--- src/rtl/core/fflt_ram.sv ---
// generic single-write single-read ram with registered read data
module fflt_ram #(
    parameter int WIDTH = 16,
    parameter int DEPTH = 128
) (
    input  logic                     i_clk,
    input  logic                     i_wr_en,
    input  logic [$clog2(DEPTH)-1:0] i_wr_addr,
    input  logic [WIDTH-1:0]         i_wr_data,
    input  logic                     i_rd_en,
    input  logic [$clog2(DEPTH)-1:0] i_rd_addr,
    output logic [WIDTH-1:0]         o_rd_data
);

    logic [WIDTH-1:0] r_mem [DEPTH];
    logic [WIDTH-1:0] r_rd_data;

    always_ff @(posedge i_clk) begin
        if (i_wr_en) begin
            r_mem[i_wr_addr] <= i_wr_data;
        end
        if (i_rd_en) begin
            r_rd_data <= r_mem[i_rd_addr];
        end
    end

    assign o_rd_data = r_rd_data;

endmodule

--- config.mk ---
export PLATFORM = sky130hd
export DESIGN_NAME = fflt_ram
export DESIGN_NICKNAME = d
export VERILOG_FILES = /design/src/rtl/core/fflt_ram.sv
export SDC_FILE = /design/constraint.sdc
export NUM_CORES = 2
export LEC_CHECK = 0
export BUFFER_PORTS_ARGS = -buffer_cell sky130_fd_sc_hd__buf_2
export CAP_MARGIN = 20
export CORE_MARGIN = 1
export CORE_UTILIZATION = 41
export DETAILED_ROUTE_END_ITERATION = 10
export PLACE_DENSITY_LB_ADDON = 0.25
export SYNTH_ARGS = -nofsm -noshare
export SYNTH_HDL_FRONTEND = slang
export SYNTH_SLANG_ARGS = --single-unit
--- constraint.sdc ---
create_clock -name i_clk -period 6.65 [get_ports i_clk]
set_input_delay 0.665 -clock i_clk [delete_from_list [all_inputs] [get_ports i_clk]]
set_output_delay 0.665 -clock i_clk [all_outputs]
set_load 0.05 [all_outputs]
# After elaboration in Yosys (flattened, before gate mapping)
# Memory sizes are Yosys's and may differ from the RTL's. A register that Yosys moved wholly into a read port is not among the register bits.
# Index checks and enable logic that the tools add are counted.
dict set report word_totals {
  register_bits 0
  inputBits 33
  ramBits 2048
  output_inout_bits 16
  n_memories 1
  elab_cells 3
}
dict set report classes {
  muxes 2
}
# memory depth width read_ports rd_ports_with_merged_regs wr line
set mem_list {}
lappend mem_list {r_mem 128 16 1 1 1 15} ;# logic [WIDTH-1:0] r_mem [DEPTH];
# cell count
set op_table {}
lappend op_table {{$mux W1} 2}

# Logic depth before layout (Yosys ltp)
dict set report logic_depth {
  word_depth 2
  ltp_mapped 7
  mapped_depth_nobuf 4
}

# Worst setup path before layout
# No wires, ideal clock.
dict set report synth_path {
  path_kind {input-to-reg}
  from {input port i_rd_addr[0]}
  to {register r_rd_data[0] (netlist: o_rd_data[0]) (read register of r_mem) (data pin)}
  required_time_ns 6.390
  n_path_buf 2
  slack_ns 3.351
  setup_ns 0.260
  t_arrival_ns 3.040
  path_stages 6
  cell_sequence {buf_2 > buf_1 > mux4_2 > mux4_2 > mux4_2 > mux2_2}
}
# element line
set synth_rtl {}
lappend synth_rtl {{start, declared} 11} ;# input logic [$clog2(DEPTH)-1:0] i_rd_addr,
lappend synth_rtl {{end, declared} 16} ;# logic [WIDTH-1:0] r_rd_data;

==> reports/results.txt <==
clk sinks - 2,064
synth top area cells - edfxtp_1, mux4_2, nor2_1, clkbuf_1, buf_2
Slew Limit Fails - 0
Fin Setup TNS - 0 ns
H-tree Lvls - 4
sequential standard cell area - 0.06198 sq mm
area occupied by multi-input gates - 0.01641 sq mm
post-route ant nets - 0
DR vias/cell - 5.800
Detailed Routing Iterations Pass 1 - 5
CP top delay family - multiplexers
Seq/Total Area, Yosys - 78.77%
crit end category - flop
post-route cell area - 0.09000 sq mm
fill cell count - 15,194
clock skew - 0.03805 ns
vias - 34,926
cell area power density - 302.9 mW/mm^2
hpwl dp - 111.6 mm
number of enable flip-flop cells after synthesis - 2,064
final hold violation count - 0
status - completed
CTS tree - yes
Total GRT Usage - 20.62%
post-route setup slack - 3.149 ns
clock slew at reported path FFs - 0.06 ns
initial antenna violation count - 27
total CTS buffers - 204
max incr delay on CP - 0.65 ns
Final Cycle Share - 52.64%
die width - 440.1 microns
Setup CP Type - in -> reg
cts hold-fix bufs - 0
clock latency at the later pin of the worst-skew pair - 0.85 ns
I/O pin count - 49
max-cap viol count - 0
Crit-path slowest cell - mux4_2
Worst EP required - 7.24 ns
fin util - 47.27%
Worst Path Max Fanout - 62
Setup Buffers After CTS - 0
P&R area growth vs syn - 14.38%
core box area - 0.1904 sq mm
Hold Slack - 0.1957 ns
CP Cell Sequence - buf_8 > buf_12 > mux4_2 > mux4_2 > mux4_2 > mux2_2
1st-iter DRT viols - 4,168
Core Rows - 160
LEAKAGE - 0.02741 uW
syn avg cell area - 25.50 sq um
ys async rst share - 0%
post-synth net total - 3,119
clock root cell - clkbuf_16
# nets final - 3,370
post-layout min period - 3.501 ns
Hold Path Class - in -> reg
worst-margin pin slew - 1.048 ns
Reg2Reg Setup Slack - 3.96 ns
Crit path top cell by count - mux4_2
gp weighted congestion - 0.7802
share of post-route cells with drive strength above 1 - 36.47%
Slew HR - 30.16%
final setup fails - 0
Routed WL - 197.8 mm
# DRC - 0
Top FF cell, synth - edfxtp_1
Clock Path Buffers - 3
crit path DAT - 4.09 ns
Synth Cell Area - 0.07868 sq mm
first-pass GRT wire length - 277.1 mm
post-cts gate resize count - 0
grt ovf - 0
WL per Instance - 32.85 microns
Critical Path Source Type - primary input
Yosys top cell area share - 78.77%
pin count of the biggest net entering global routing - 112
height of the die - 440.1 microns
vias in the first global route - 35,283
cell with the most instances after synthesis - edfxtp_1
PortBufs - 48
list of most frequent post-synthesis cells - edfxtp_1, mux4_2, nor2_1, clkbuf_1, buf_2
Cells after Synth - 3,086
fmax - 285.7 MHz
initial core utilization - 41.33%
FF+latch count, synth - 2,064
pre-CTS worst setup slack - 2.216 ns
die area - 0.1937 sq mm
yosys warns - 0
Worst VDD drop - 289.2 uV
Bufs and invs on worst path - 2
largest area contributor in the netlist - edfxtp_1
DP Area - 0.08332 sq mm
unrepaired setup endpoints after global routing - false
Yosys cell types - 16
## worst reg2reg max path, stage by stage (launching register included)
cell      delay [ns]
edfxtp_1        0.37
mux4_2          0.47
mux4_2          0.63
mux4_2          0.65
mux2_2          0.31
## sequential cells by signal, summed over array words and instances (netlist names)
register	count
o_rd_data	16
r_mem	2048
## final cells by class
type	count	area share, %
repair buffers	209	2.015
well taps	2511	3.491
clock buffers	259	5.949
clock inverters	117	1.429
multi-input cells	858	18.24
flip-flops and latches	2064	68.87
diodes	4	0.01112
## metal layers
| layer | share of wire, % | vias up | track usage [%] |
|---|---|---|---|
| met4 | 3.1 | 8 | 6.704 |
| met3 | 7.6 | 292 | 5.052 |
| met2 | 49 | 1338 | 32.85 |
| met1 | 40 | 19267 | 27.99 |
| met5 | 0.029 | - | 0 |
| li1 | - | 14021 | - |
## report_power, final
| part | leakage (uW) | switching (uW) | internal [uW] |
|---|---|---|---|
| clock | 0.00321 | 4950 | 6540 |
| combinational | 0.00563 | 831 | 524 |
| sequential | 0.0186 | 34.2 | 14400 |
## through the flow
stage          cells  power, uW
5_1_grt         6020      27990
2_1_floorplan   3086      15410
4_1_cts         6017      27470
6_report        6022      27260
3_3_place_gp    5637      16050
3_5_place_dp    5641      16070
## layout by cell type (no fill, tap or decap), drive strengths merged, types with 2 or more instances in the layout
master / instances
nand2: 14
edfxtp: 2064
clkinvlp: 5
mux2: 16
nor2: 122
nor2b: 7
bufinv: 21
nand2b: 2
mux4: 672
diode: 4
inv: 7
nand4: 3
nand3: 12
nor3: 9
buf: 209
clkinv: 84
clkbuf: 259
## kinds of logic (layout without fill, tap and decap cells)
group,count (synthesis),count (layout),synth area share (%)
buffers and inverters,164,585,0.8794
DFF,2064,2064,78.77
and+or+nand+nor,170,170,0.8857
muxes,688,688,19.46
other,0,4,0
## path summary, 6_finish.rpt
path	start	to	depth (start not counted)
hold / removal	i_wr_data[7]	r_mem[70][7]	1
setup reg to reg	r_mem[80][14]	o_rd_data[14]	4
hold reg to reg	r_mem[100][9]	o_rd_data[9]	4
setup / recovery	i_rd_addr[0]	o_rd_data[4]	6
No activity file was read; power rests on OpenSTA's default activity.
